--- src/rtl/bps_pkg.sv ---
package bps_pkg;

  localparam int unsigned TimerBits = 16;
  localparam int unsigned CfgIdxW   = 2;
  localparam int unsigned CfgDataW  = 16;

  typedef logic [TimerBits-1:0] timer_t;

  typedef enum logic [2:0] {
    ST_OFF       = 3'd0,
    ST_BOOTING   = 3'd1,
    ST_BOARD_ON  = 3'd2,
    ST_ON        = 3'd3,
    ST_SLEEPING  = 3'd4,
    ST_SHUTTING  = 3'd5,
    ST_BOARD_OFF = 3'd6
  } pwr_state_e;

  typedef enum logic [1:0] {
    LED_OFF    = 2'd0,
    LED_STEADY = 2'd1,
    LED_PULSE  = 2'd2
  } led_mode_e;

  typedef enum logic [CfgIdxW-1:0] {
    CFG_WARMUP     = 2'd0,
    CFG_PULSE      = 2'd1,
    CFG_LONG_PRESS = 2'd2
  } cfg_idx_e;

  localparam logic [7:0] CmdOn       = 8'h00;
  localparam logic [7:0] CmdShutdown = 8'hFF;
  localparam logic [7:0] CmdSleep    = 8'h20;

  localparam logic [CfgDataW-1:0] WarmupReset    = 16'd500;
  localparam logic [CfgDataW-1:0] PulseReset     = 16'd200;
  localparam logic [CfgDataW-1:0] LongPressReset = 16'd5000;

  typedef struct packed {
    logic       button_pressed;
    logic       rail_powered;
    logic       command_valid;
    logic [7:0] command_byte;
  } in_beat_t;

  typedef struct packed {
    logic       supply_on;
    logic       board_button;
    logic [1:0] led_mode;
    logic [2:0] power_state;
  } out_beat_t;

  typedef struct packed {
    logic [CfgDataW-1:0] warmup_ticks;
    logic [CfgDataW-1:0] pulse_ticks;
    logic [CfgDataW-1:0] long_press_ticks;
  } cfg_t;

  typedef struct packed {
    pwr_state_e sys_state;
    logic       press_handled;
    logic       prev_pressed;
    timer_t     press_timer;
    logic       pulse_active;
    timer_t     pulse_timer;
    logic       warmup_active;
    timer_t     warmup_timer;
    logic       supply;
    logic       button;
  } seq_state_t;

  function automatic timer_t timer_inc(timer_t t);
    return (t == '1) ? t : t + timer_t'(1);
  endfunction

  function automatic logic is_running(pwr_state_e s);
    return (s == ST_BOARD_ON) || (s == ST_ON) || (s == ST_SLEEPING) || (s == ST_SHUTTING);
  endfunction

endpackage

--- src/rtl/bps_cfg_regs.sv ---
module bps_cfg_regs (
  input  logic                          clk_i,
  input  logic                          rst_ni,
  input  logic                          cfg_valid_i,
  output logic                          cfg_ready_o,
  input  logic [bps_pkg::CfgIdxW-1:0]   cfg_index_i,
  input  logic [bps_pkg::CfgDataW-1:0]  cfg_data_i,
  output bps_pkg::cfg_t                 cfg_o
);

  bps_pkg::cfg_t cfg_q, cfg_d;

  assign cfg_ready_o = 1'b1;

  always_comb begin
    cfg_d = cfg_q;
    if (cfg_valid_i) begin
      case (cfg_index_i)
        bps_pkg::CFG_WARMUP:     cfg_d.warmup_ticks     = cfg_data_i;
        bps_pkg::CFG_PULSE:      cfg_d.pulse_ticks      = cfg_data_i;
        bps_pkg::CFG_LONG_PRESS: cfg_d.long_press_ticks = cfg_data_i;
        default: ;
      endcase
    end
  end

  always_ff @(posedge clk_i or negedge rst_ni) begin
    if (!rst_ni) begin
      cfg_q.warmup_ticks     <= bps_pkg::WarmupReset;
      cfg_q.pulse_ticks      <= bps_pkg::PulseReset;
      cfg_q.long_press_ticks <= bps_pkg::LongPressReset;
    end else begin
      cfg_q <= cfg_d;
    end
  end

  assign cfg_o = cfg_q;

endmodule

--- src/rtl/bps_step.sv ---
module bps_step (
  input  bps_pkg::cfg_t       cfg_i,
  input  bps_pkg::seq_state_t cur_i,
  input  bps_pkg::in_beat_t   beat_i,
  output bps_pkg::seq_state_t nxt_o,
  output bps_pkg::out_beat_t  res_o
);

  always_comb begin
    bps_pkg::seq_state_t n;
    bps_pkg::pwr_state_e shown;
    bps_pkg::led_mode_e  led;
    logic                btn;

    n   = cur_i;
    btn = beat_i.button_pressed;

    // generated button pulse
    if (n.pulse_active) begin
      n.pulse_timer = bps_pkg::timer_inc(n.pulse_timer);
      if (n.pulse_timer >= cfg_i.pulse_ticks) begin
        n.button       = 1'b0;
        n.pulse_active = 1'b0;
      end
    end

    // warmup after supply on
    if (n.warmup_active) begin
      n.warmup_timer = bps_pkg::timer_inc(n.warmup_timer);
      if (n.warmup_timer >= cfg_i.warmup_ticks) begin
        n.pulse_active  = 1'b1;
        n.pulse_timer   = '0;
        n.button        = 1'b1;
        n.warmup_active = 1'b0;
      end
    end

    // rail tracking
    if (!beat_i.rail_powered && bps_pkg::is_running(n.sys_state)) begin
      n.sys_state = bps_pkg::ST_BOARD_OFF;
    end
    if (beat_i.rail_powered && (n.sys_state == bps_pkg::ST_BOOTING)) begin
      n.sys_state = bps_pkg::ST_BOARD_ON;
    end

    // front button
    if (btn && !n.prev_pressed) begin
      n.press_timer   = '0;
      n.press_handled = 1'b0;
    end else begin
      n.press_timer = bps_pkg::timer_inc(n.press_timer);
      if (!btn && n.prev_pressed) begin
        n.press_handled = 1'b0;
      end
    end
    n.prev_pressed = btn;

    if (btn && (n.press_timer >= cfg_i.long_press_ticks)) begin
      n.press_handled = 1'b1;
      n.button        = 1'b0;
      n.pulse_active  = 1'b0;
      n.warmup_active = 1'b0;
      n.supply        = 1'b0;
      n.sys_state     = bps_pkg::ST_OFF;
    end else if (!n.press_handled) begin
      if (!bps_pkg::is_running(n.sys_state)) begin
        if ((n.sys_state == bps_pkg::ST_OFF) && btn) begin
          n.supply        = 1'b1;
          n.warmup_timer  = '0;
          n.warmup_active = 1'b1;
          n.sys_state     = bps_pkg::ST_BOOTING;
          n.press_handled = 1'b1;
        end
      end else if (!n.pulse_active) begin
        n.button = btn;
      end
    end

    // host command
    if (beat_i.command_valid && bps_pkg::is_running(n.sys_state)) begin
      case (beat_i.command_byte)
        bps_pkg::CmdOn:       n.sys_state = bps_pkg::ST_ON;
        bps_pkg::CmdShutdown: n.sys_state = bps_pkg::ST_SHUTTING;
        bps_pkg::CmdSleep:    n.sys_state = bps_pkg::ST_SLEEPING;
        default: ;
      endcase
    end

    shown = n.sys_state;
    case (shown)
      bps_pkg::ST_OFF: led = bps_pkg::LED_OFF;
      bps_pkg::ST_ON:  led = bps_pkg::LED_STEADY;
      default:         led = bps_pkg::LED_PULSE;
    endcase

    // final power down
    if (n.sys_state == bps_pkg::ST_BOARD_OFF) begin
      n.supply    = 1'b0;
      n.sys_state = bps_pkg::ST_OFF;
    end

    nxt_o              = n;
    res_o.supply_on    = n.supply;
    res_o.board_button = n.button;
    res_o.led_mode     = led;
    res_o.power_state  = shown;
  end

endmodule

--- src/rtl/board_power_sequencer_unit.sv ---
// Board power sequencer: one tick beat in, one status beat out. A tick beat is
// captured in an input register and evaluated against the sequencer state on
// its way to the result register, so a new beat is taken every clock cycle
// while the output is not stalled, and its result is held in the result
// register and offered until it is taken. The result register and the input
// register together let the unit keep accepting one beat while a finished
// result waits. Configuration writes are always accepted and must only be
// issued while no beat is in flight.
module board_power_sequencer_unit (
  input  logic                          clk_i,
  input  logic                          rst_ni,
  input  logic                          in_valid_i,
  output logic                          in_ready_o,
  input  bps_pkg::in_beat_t             in_data_i,
  output logic                          out_valid_o,
  input  logic                          out_ready_i,
  output bps_pkg::out_beat_t            out_data_o,
  input  logic                          cfg_valid_i,
  output logic                          cfg_ready_o,
  input  logic [bps_pkg::CfgIdxW-1:0]   cfg_index_i,
  input  logic [bps_pkg::CfgDataW-1:0]  cfg_data_i
);

  bps_pkg::cfg_t       cfg;
  bps_pkg::seq_state_t state_q, state_d;
  bps_pkg::in_beat_t   in_q;
  bps_pkg::out_beat_t  res_q, res_d;
  logic                in_valid_q;
  logic                out_valid_q;
  logic                advance;

  bps_cfg_regs u_cfg (
    .clk_i       (clk_i),
    .rst_ni      (rst_ni),
    .cfg_valid_i (cfg_valid_i),
    .cfg_ready_o (cfg_ready_o),
    .cfg_index_i (cfg_index_i),
    .cfg_data_i  (cfg_data_i),
    .cfg_o       (cfg)
  );

  bps_step u_step (
    .cfg_i  (cfg),
    .cur_i  (state_q),
    .beat_i (in_q),
    .nxt_o  (state_d),
    .res_o  (res_d)
  );

  assign advance    = in_valid_q && (!out_valid_q || out_ready_i);
  assign in_ready_o = !in_valid_q || advance;

  always_ff @(posedge clk_i or negedge rst_ni) begin
    if (!rst_ni) begin
      in_valid_q  <= 1'b0;
      out_valid_q <= 1'b0;
      state_q     <= '0;
    end else begin
      if (in_ready_o) begin
        in_valid_q <= in_valid_i;
      end
      if (advance) begin
        out_valid_q <= 1'b1;
        state_q     <= state_d;
      end else if (out_ready_i) begin
        out_valid_q <= 1'b0;
      end
    end
  end

  always_ff @(posedge clk_i) begin
    if (in_valid_i && in_ready_o) begin
      in_q <= in_data_i;
    end
    if (advance) begin
      res_q <= res_d;
    end
  end

  assign out_valid_o = out_valid_q;
  assign out_data_o  = res_q;

  // board off is shown with the supply already dropped
  a_board_off_supply: assert property (@(posedge clk_i) disable iff (!rst_ni)
    out_valid_o && (out_data_o.power_state == bps_pkg::ST_BOARD_OFF) |-> !out_data_o.supply_on)
    else $error("board off beat with supply on");

  // board off never persists in the stored state
  a_no_stored_board_off: assert property (@(posedge clk_i) disable iff (!rst_ni)
    state_q.sys_state != bps_pkg::ST_BOARD_OFF)
    else $error("stored state is board off");

  // input only stalls when both stages are full and output is blocked
  a_stall_cause: assert property (@(posedge clk_i) disable iff (!rst_ni)
    !in_ready_o |-> in_valid_q && out_valid_q && !out_ready_i)
    else $error("input stalled without a full pipeline");

endmodule

--- config.mk ---
export PLATFORM = sky130hd
export DESIGN_NAME = board_power_sequencer_unit
export DESIGN_NICKNAME = d
export VERILOG_FILES = /design/src/rtl/bps_pkg.sv /design/src/rtl/bps_cfg_regs.sv /design/src/rtl/bps_step.sv /design/src/rtl/board_power_sequencer_unit.sv
export SDC_FILE = /design/constraint.sdc
export NUM_CORES = 1
export LEC_CHECK = 0
export ABC_AREA = 1
export BUFFER_PORTS_ARGS = -buffer_cell sky130_fd_sc_hd__buf_2
export CAP_MARGIN = 20
export CORE_MARGIN = 4
export CORE_UTILIZATION = 60
export DETAILED_ROUTE_END_ITERATION = 10
export PLACE_DENSITY = 0.79
export SLEW_MARGIN = 20
export SYNTH_ARGS = -nofsm -noshare
export SYNTH_HDL_FRONTEND = slang
export SYNTH_SLANG_ARGS = --single-unit
export TNS_END_PERCENT = 5
--- constraint.sdc ---
create_clock -name clk_i -period 4.32 [get_ports clk_i]
set_clock_uncertainty 0.15 [all_clocks]
set_input_delay 0.216 -clock clk_i [delete_from_list [all_inputs] [get_ports clk_i]]
set_output_delay 0.216 -clock clk_i [all_outputs]
set_load 0.01 [all_outputs]
==> results of run 1 <==
-- synth_stat cells (2+ instances only) --
master / n / area, µm²
a21oi_1: 40 / 200
a21oi_2: 3 / 26.3
a31oi_1: 6 / 37.5
buf_2: 3 / 15.0
buf_4: 2 / 15.0
clkbuf_1: 24 / 90.1
dfrtp_1: 93 / 2330
dfstp_2: 14 / 368
edfxtp_1: 18 / 541
ha_1: 51 / 638
inv_1: 167 / 627
inv_2: 6 / 22.5
nand2_1: 245 / 920
nand2_2: 10 / 62.6
nand3_1: 34 / 170
nand3_2: 4 / 40.0
nand3b_1: 3 / 22.5
nand4_1: 18 / 113
nor2_1: 39 / 146
nor2_2: 5 / 31.3
nor2_4: 3 / 33.8
nor3_1: 18 / 90.1
nor3_2: 5 / 50.1
nor3_4: 5 / 81.3
nor4_1: 2 / 12.5
o211ai_1: 16 / 120
o21a_1: 3 / 22.5
o21ai_0: 106 / 531
o21ai_1: 11 / 55.1
o22ai_1: 19 / 119
or2_2: 4 / 25.0
xor2_1: 23 / 201
-- cells by family (layout without fill, tap and decap cells) --
family / Yosys count / after routing
AND/OR/NAND/NOR: 401 / 401
AO/OA/AOI/OAI: 211 / 211
buffers and inverters: 203 / 282
other: 1 / 1
XOR/XNOR: 24 / 24
flip-flops: 125 / 125
adder cells (fa/ha/maj): 51 / 51
-- metal layers --
metal  vias up  GRT usage, %
li1       3473             -
met1      3226          35.7
met2       172          43.5
met3        36          4.39
met4         0          9.34
met5         -             0
-- registers in the layout (all words and copies together), names as in the netlist --
name         count
in_valid_q       1
u_cfg.cfg_o     48
state_q         57
out_valid_o      1
out_data_o       7
in_q            11
-- metrics by stage --
stage / std cells / setup slack, ns / utilization (%) / power (mW)
after floorplan: 1016 / 1.22 / - / 3.46
after global placement: 1204 / 0.690 / 64.7 / 3.91
after detailed placement: 1204 / 0.605 / 64.7 / 3.99
after CTS: 1267 / 0.579 / 71.9 / 5.49
after global routing: 1267 / 0.149 / 71.9 / 5.94
final: 1267 / 0.493 / 71.9 / 5.50
-- critical path, stage by stage, from the launching register on --
cell,delay (ns)
dfrtp_1,0.40
ha_1,0.20
inv_1,0.11
nor3_4,0.30
nand4_1,0.34
a31oi_1,0.34
ha_1,0.28
nand2_1,0.07
inv_1,0.04
nand2_1,0.05
nand2_1,0.04
nor2_1,0.10
nand2_1,0.06
nand2_1,0.06
nand2_1,0.13
nand2_2,0.21
nand2_1,0.43
o211ai_1,0.27
o21ai_0,0.12
-- where the power goes --
group	internal [mW]	leakage, nW	switching (mW)
logic	0.794	2.82	1.40
clock network	0.928	0.295	0.528
registers	1.55	1.51	0.295
-- worst min-delay path by stage --
stage | depth (start not counted) | end | slack (ns)
after global placement | 1 | in_q[0] | 0.24
after CTS | 2 | state_q[1] | 0.33
final | 2 | u_cfg.cfg_o[2] | 0.32
after global routing | 2 | in_q[3] | 0.35
after floorplan | 0 | in_valid_q | -0.23
after detailed placement | 1 | in_q[3] | 0.24
-- area by class of cell --
cell class / instances / area [µm²] / area share, %
Clock inverter: 9 / 108 / 1.17
Multi-Input combinational cell: 688 / 3920 / 42.7
Tap cell: 172 / 215 / 2.34
Timing Repair Buffer: 77 / 553 / 6.02
Inverter: 173 / 649 / 7.07
Clock buffer: 23 / 499 / 5.44
Sequential cell: 125 / 3240 / 35.2
==> results.cfg, run 1 <==
[yosys]
synth_simple_gate_area_share_pct = 23.8
synthMuxAreaShare_pct = 0
synth-xor-area-share_pct = 2.65
netlist-cell-type-count = 48
avgSynthCellArea_um2 = 7.82
synth_fa_ha_area_share_pct = 8.04
synth_edf_count = 18
ys_seq_area_share_pct = 40.7
ys_seq_elements = 125
yosys_warnings = 0
synth_top_flop_cell = dfrtp_1
synth_compound_area_share_pct = 14.9
netlist_area_um2 = 7940
syn-instance-count = 1016
synth_top_family_by_area = simple AND/OR/NAND/NOR gates
syn-num-nets = 1101
async_flop_share_pct = 85.6

[die]
initial_utilization_pct = 62.2
rows = 41
io_pins = 44
die_w_um = 123
core_um2 = 12800
die_h_um = 123
dieArea_um2 = 15100

[cts]
cts_hold_buf = 31
cts_setup_buffers = 0
clk_path_buf_depth = 2
cts_sinks = 125
cts-buffers-inserted = 17
htree_num_levels = 4
cts_resized = 0
clk_latency_ns = 0.43
clkSlewWorstSetupHoldPaths_ns = 0.06
cts_tree = done
cts-root-buf = clkbuf_16

[power]
ir_drop_v = 0.000376
p_leak_nw = 4.63
power-per-cell-area_nw_per_um2 = 599

[critical_path]
endpoint_kind = flip-flop
arrival_ns = 3.97
path_max_fanout = 16
reg2reg_from = state_q[36]
crit_path_end = state_q[11]
reg2reg_slack_ns = 0.49
timing.rr.end = state_q[11]
worstSetupPathType = reg -> reg
rr_worst_depth = 18
cp-start-kind = flip-flop
startpoint = state_q[36]
required_ns = 4.46

[timing]
max_freq_ghz = 0.261
hold_viol_final = 0
period_needed_ns = 3.83
drv_slew = 0
setup-tns-final_ns = 0
hold_ws_ns = 0.319
worst_pin_slew_ns = 0.960
fin_crit_sh_pct = 88.6
slew_headroom_pct = 35.8
setup_viol = 0
rsz0062_at_grt = false

[grt]
grt.total_usage_pct = 26.5
grt_max_degree = 71
antenna_found_initial = 0
grt_pass1_vias = 6561
grt_overflow = 0
grt_pass1_wl_um = 31500

[finish]
finalInstanceArea_um2 = 9180
nets = 1167
diodes = 0
fillers = 983
drive_gt1_share_pct = 13.2
area_delta_synth_final_pct = 15.6
layout_common_cells = 245 x nand2_1, 166 x inv_1, 106 x o21ai_0
final_common_cell = nand2_1

[detailed_routing]
route.detailed.drc = 0
viasPerCell = 5.45
routed_wl_um = 18700
drt-initial-drc-count = 449
wl_met3_um = 882
vias = 6907
wl_per_cell_um = 14.7
final_antenna_net_count = 0
drt_pass1_iterations = 5
wl_met1_um = 8450
highest_layer = met4
wl_met2_um = 8900

[hold_path]
hold_path_class = in -> async

[placement]
placed_cell_area_um2 = 8270
portBuffers = 42
post-dp-hpwl_um = 13200
gp_congestion = 0.903

[run_status]
status = completed

[flow_run]
drv_cap = 0
No activity file was read; power rests on OpenSTA's default activity.
==> inputs of run 2 (changes only) <==
- REMOVE_ABC_BUFFERS: unset -> 1
- SLEW_MARGIN: 20 -> 10
- clock period: 4.32 -> 4.4 ns (I/O delays scaled with it)
==> run 2 against run 1 <==
Maximum frequency fell by 5.1%. Total power down 0.26%. Design area fell by 0.26%. First-iteration DRC count is 45% higher. Non-clock buffer count is 5 lower. Die area is the same. Register-to-register slack worse by 0.13 ns. Largest cell class unchanged. Hold slack worse by 0.31 ns. Final cell count fell by 0.39%. Critical path depth unchanged. Combinational power fell by 2%. Setup slack got worse by 0.13 ns.
==> results.cfg, run 2 (synthesis results as in run 1) <==
[power]
p_leak_nw = 4.62
intPower_mw = 3.26
seqPwrFrac_pct = 33.1
power.switching_mw = 2.23
power-per-cell-area_nw_per_um2 = 599
combPwrFrac_pct = 39.4
ir_drop_v = 0.000363
clkPwrFrac_pct = 27.5
swShare_pct = 40.7

[die]
dieArea_um2 = 15100
die_h_um = 123
rows = 41
initial_utilization_pct = 62.2
die_w_um = 123
io_pins = 44
core_um2 = 12800

[timing]
rsz0062_at_grt = false
slew_headroom_pct = 33.1
fin_crit_sh_pct = 91.7
setup_viol = 0
hold_viol_final = 0
drv_slew = 0
period_needed_ns = 4.03
worst_pin_slew_ns = 1.00
max_freq_ghz = 0.248
setup-tns-final_ns = 0
fin_ws_ns = 0.366

[critical_path]
endpoint_kind = flip-flop
crit_path_frequent_cell = nand2_1
critPathBufInv = 1
cp-start-kind = flip-flop
rr_worst_depth = 18
worstSetupPathType = reg -> reg
arrival_ns = 4.14
timing.rr.end = state_q[32]
crit_family = simple AND/OR/NAND/NOR gates
crit_slowest_cell = nand2_1
reg2reg_slack_ns = 0.37
required_ns = 4.51
path_max_fanout = 16
reg2reg_from = state_q[2]
crit_chain = ha_1, nand2_1, nor2_4, nand4_1, o21ai_0, inv_1, ha_1, nand2_1, nand2_1, nand2_1, nand2_1, nand2_1, nand2_1, nand2_1, nand3_1, nand2_1, nand2_1, o22ai_1
critPathMaxStageDelay_ns = 0.53

[finish]
multi_input_area_um2 = 3920
top_register = state_q
seq_area_um2 = 3240
final_common_cell = nand2_1
area_delta_synth_final_pct = 15.3
fillers = 989
drive_gt1_share_pct = 13.0
nets = 1162
largest_reg_flops = 57
diodes = 0
layout_common_cells = 245 x nand2_1, 166 x inv_1, 106 x o21ai_0

[placement]
post-dp-hpwl_um = 13000
pre_cts_slack_ns = 0.517
portBuffers = 42
gp_congestion = 0.890

[detailed_routing]
wl_per_cell_um = 15.3
drt_pass1_iterations = 5
route.detailed.drc = 0
drt-initial-drc-count = 649
routed_wl_um = 19300
viasPerCell = 5.55
vias = 7006
final_antenna_net_count = 0

[cts]
clk_path_buf_depth = 2
htree_num_levels = 4
clkSlewWorstSetupHoldPaths_ns = 0.06
cts_hold_buf = 26
clk_latency_ns = 0.43
cts-buffers-inserted = 17
cts_tree = done
cts_resized = 0
cts_sinks = 125
cts_setup_buffers = 0
cts-root-buf = clkbuf_16

[hold_path]
hold_depth = 3
hold_path_class = in -> reg
min_from = cfg_data_i[15]
min_to = u_cfg.cfg_o[31]

[grt]
grt_pass1_wl_um = 32200
grt.total_usage_pct = 27.1
antenna_found_initial = 0
grt_pass1_vias = 6677
grt_overflow = 0
grt_max_degree = 79

[flow_run]
drv_cap = 0

[run_status]
status = completed
==> run 2: layout make-up <==
class                   instances  share of cell area [%]
multi-input cells             688                    42.8
clock buffers                  19                    4.73
inverters                     173                    7.09
clock inverters                13                    2.05
well taps                     172                    2.35
flip-flops and latches        125                    35.3
repair buffers                 72                    5.63
==> run 2: worst max-delay path by stage <==
stage | startpoint | to | slack [ns] | depth (start not counted)
floorplan | state_q[36] | state_q[3] | 1.24 | 22
global placement | state_q[2] | state_q[19] | 0.65 | 18
detailed placement | state_q[2] | state_q[23] | 0.52 | 18
CTS | state_q[2] | state_q[32] | 0.46 | 18
global route | state_q[2] | state_q[32] | 0.04 | 18
finish | state_q[2] | state_q[32] | 0.37 | 18
==> run 2: worst reg2reg max path, cell delays in order (launching register included) <==
cell and delay [ns]:
dfrtp_1 0.48, ha_1 0.26, nand2_1 0.12, nor2_4 0.15, nand4_1 0.51, o21ai_0 0.46
inv_1 0.08, ha_1 0.31, nand2_1 0.06, nand2_1 0.06, nand2_1 0.05, nand2_1 0.05
nand2_1 0.04, nand2_1 0.06, nand2_1 0.04, nand3_1 0.10, nand2_1 0.14, nand2_1 0.53
o22ai_1 0.22
==> run 2: power groups by stage <==
stage	logic, mW	clock network (mW)	registers (mW)
6_report	2.16	1.51	1.82
5_1_grt	2.48	1.57	1.86
4_1_cts	2.14	1.51	1.81
3_5_place_dp	2.10	0	1.82
3_3_place_gp	2.02	0	1.81
2_1_floorplan	1.60	0	1.76
==> run 2: metal layers <==
metal  wire (µm)  vias to the layer above  GRT usage [%]
li1            -                     3451              -
met3        1060                       29           6.04
met2        9290                      213           44.1
met5           0                        -              0
met4         321                        0           7.27
met1        8650                     3313           36.7
==> run 2: stage by stage <==
step | instance area [µm²] | hold WS (ns) | util (%) | std cells | power (mW)
2_1_floorplan | 7810 | -0.226 | - | 986 | 3.36
3_3_place_gp | 8260 | 0.247 | 64.6 | 1203 | 3.84
3_5_place_dp | 8260 | 0.248 | 64.6 | 1203 | 3.91
4_1_cts | 9140 | 0.00274 | 71.5 | 1261 | 5.46
5_1_grt | 9160 | 0.00630 | 71.7 | 1262 | 5.90
6_report | 9160 | 0.0128 | 71.7 | 1262 | 5.49
==> inputs of run 3 (changes only) <==
- CORE_UTILIZATION: 60 -> 30
- PLACE_DENSITY: 0.79 -> unset
==> run 3 against run 2 <==
Critical path depth is the same. Global-route usage shrank 13 points. Register-to-register slack gained 0.24 ns. Routed wire length shrank 0.98%. Flip-flop and latch count is the same. Utilization shrank 36 points. Total power shrank 2.7%. First-iteration DRC count shrank 31%. Maximum frequency grew 6.2%. Hold slack gained 0.0098 ns. Largest power group unchanged. Highest routed layer unchanged.
==> results.cfg, run 3 (synthesis results as in run 1) <==
[die]
die_h_um = 171
initial_utilization_pct = 30.5
io_pins = 44
rows = 59
dieArea_um2 = 29100
core_um2 = 26100
die_w_um = 171

[critical_path]
arrival_ns = 3.92
timing.rr.end = state_q[3]
cp-start-kind = flip-flop
worstSetupPathType = reg -> reg
reg2reg_slack_ns = 0.60
endpoint_kind = flip-flop
required_ns = 4.52
rr_worst_depth = 18
reg2reg_from = state_q[36]
path_max_fanout = 16

[cts]
cts-buffers-inserted = 17
cts_sinks = 125
clk_latency_ns = 0.43
htree_num_levels = 4
cts-root-buf = clkbuf_16
clkSlewWorstSetupHoldPaths_ns = 0.06
clk_path_buf_depth = 2
cts_tree = done
cts_setup_buffers = 0

[detailed_routing]
wl_per_cell_um = 13.4
drt_pass1_iterations = 5
vias = 6762
viasPerCell = 4.73
drt-initial-drc-count = 449
route.detailed.drc = 0
routed_wl_um = 19100
final_antenna_net_count = 0

[timing]
setup-tns-final_ns = 0
worst_pin_slew_ns = 1.01
fin_ws_ns = 0.602
fin_crit_sh_pct = 86.3
period_needed_ns = 3.80
rsz0062_at_grt = false
slew_headroom_pct = 32.2
max_freq_ghz = 0.263
hold_ws_ns = 0.0226
setup_viol = 0
drv_slew = 0
hold_viol_final = 0

[flow_run]
drv_cap = 0

[grt]
grt_overflow = 0
grt_max_degree = 76
grt.total_usage_pct = 14.0
grt_pass1_wl_um = 33000
antenna_found_initial = 0
grt_pass1_vias = 6737

[finish]
seq_area_um2 = 3240
fillers = 2655
diodes = 0
top_register = state_q
drive_gt1_share_pct = 13.2
layout_common_cells = 245 x nand2_1, 166 x inv_1, 106 x o21ai_0
multi_input_area_um2 = 3920
finalNonFillerCells = 1430
largest_reg_flops = 57
nets = 1167
final_common_cell = nand2_1
area_delta_synth_final_pct = 18.0
postLayoutCoreUtil_pct = 36.0

[run_status]
status = completed

[placement]
post-dp-hpwl_um = 13900
portBuffers = 42
placed_cells = 1367
gp_congestion = 0.879
pre_cts_slack_ns = 0.603

[power]
ir_drop_v = 0.000272
p_leak_nw = 4.61
power-per-cell-area_nw_per_um2 = 569

[hold_path]
min_to = u_cfg.cfg_o[7]
hold_depth = 3
hold_path_class = in -> reg
min_from = cfg_data_i[7]
[run 3: cell types whose count changed in the layout (fill, tap and decap cells not counted)]
cell and delta:
buf_12 -1, buf_16 +1, buf_4 +1, bufinv_16 -2, clkbuf_1 +1, clkinv_1 -2, clkinv_2 +1, clkinv_4 +1
clkinvlp_4 +2, dlygate4sd3_1 +4, inv_6 -1
[run 3: layout make-up]
type | instances | area share, %
well taps | 335 | 4.47
clock buffers | 20 | 4.66
clock inverters | 12 | 1.49
multi-input cells | 688 | 41.8
repair buffers | 77 | 6.09
inverters | 173 | 6.93
flip-flops and latches | 125 | 34.5
[run 3: worst max path at each step]
| stage | startpoint | to | slack (ns) | cells after the start |
|---|---|---|---|---|
| 2_1_floorplan | state_q[36] | state_q[3] | 1.24 | 22 |
| 3_3_place_gp | state_q[36] | state_q[17] | 0.63 | 16 |
| 3_5_place_dp | state_q[36] | state_q[3] | 0.60 | 18 |
| 4_1_cts | state_q[36] | state_q[3] | 0.60 | 18 |
| 5_1_grt | state_q[36] | state_q[8] | 0.25 | 22 |
| 6_report | state_q[36] | state_q[3] | 0.60 | 18 |
[run 3: where the power goes]
group / switching (mW) / internal (mW)
clock: 0.560 / 0.840
sequential: 0.279 / 1.52
combinational: 1.35 / 0.781
[run 3: stage by stage]
step | cell area, µm² | total power, mW
2_1_floorplan | 7810 | 3.36
3_3_place_gp | 8470 | 3.87
3_5_place_dp | 8470 | 3.93
4_1_cts | 9350 | 5.38
5_1_grt | 9370 | 5.84
6_report | 9370 | 5.34
[run 3: critical path, cell delays in order, from the launching register on]
cell and delay (ns):
dfrtp_1 0.40, ha_1 0.20, inv_1 0.11, nor3_4 0.28, nand4_1 0.35, a31oi_1 0.33, ha_1 0.28, nand2_1 0.07
inv_1 0.05, nand2_1 0.06, nand2_1 0.04, nor2_1 0.09, nand2_1 0.09, nand2_1 0.07, nand2_1 0.07, nand2_2 0.18
nand2_1 0.43, o2111ai_1 0.27, o21ai_0 0.11
[run 3: timing repair]
item,4_1_cts,5_1_grt
hold buffers,30,0
hold endpoints to repair,120,0
setup endpoints to repair,0,0
gates resized for setup,0,0
[run 3: metal layers]
| layer | up-vias | track usage [%] | wire, µm |
|---|---|---|---|
| li1 | 3462 | - | - |
| met1 | 3147 | 18.0 | 8790 |
| met2 | 123 | 23.6 | 9270 |
| met3 | 30 | 2.96 | 713 |
| met4 | 0 | 4.38 | 363 |
| met5 | - | 0 | 0 |
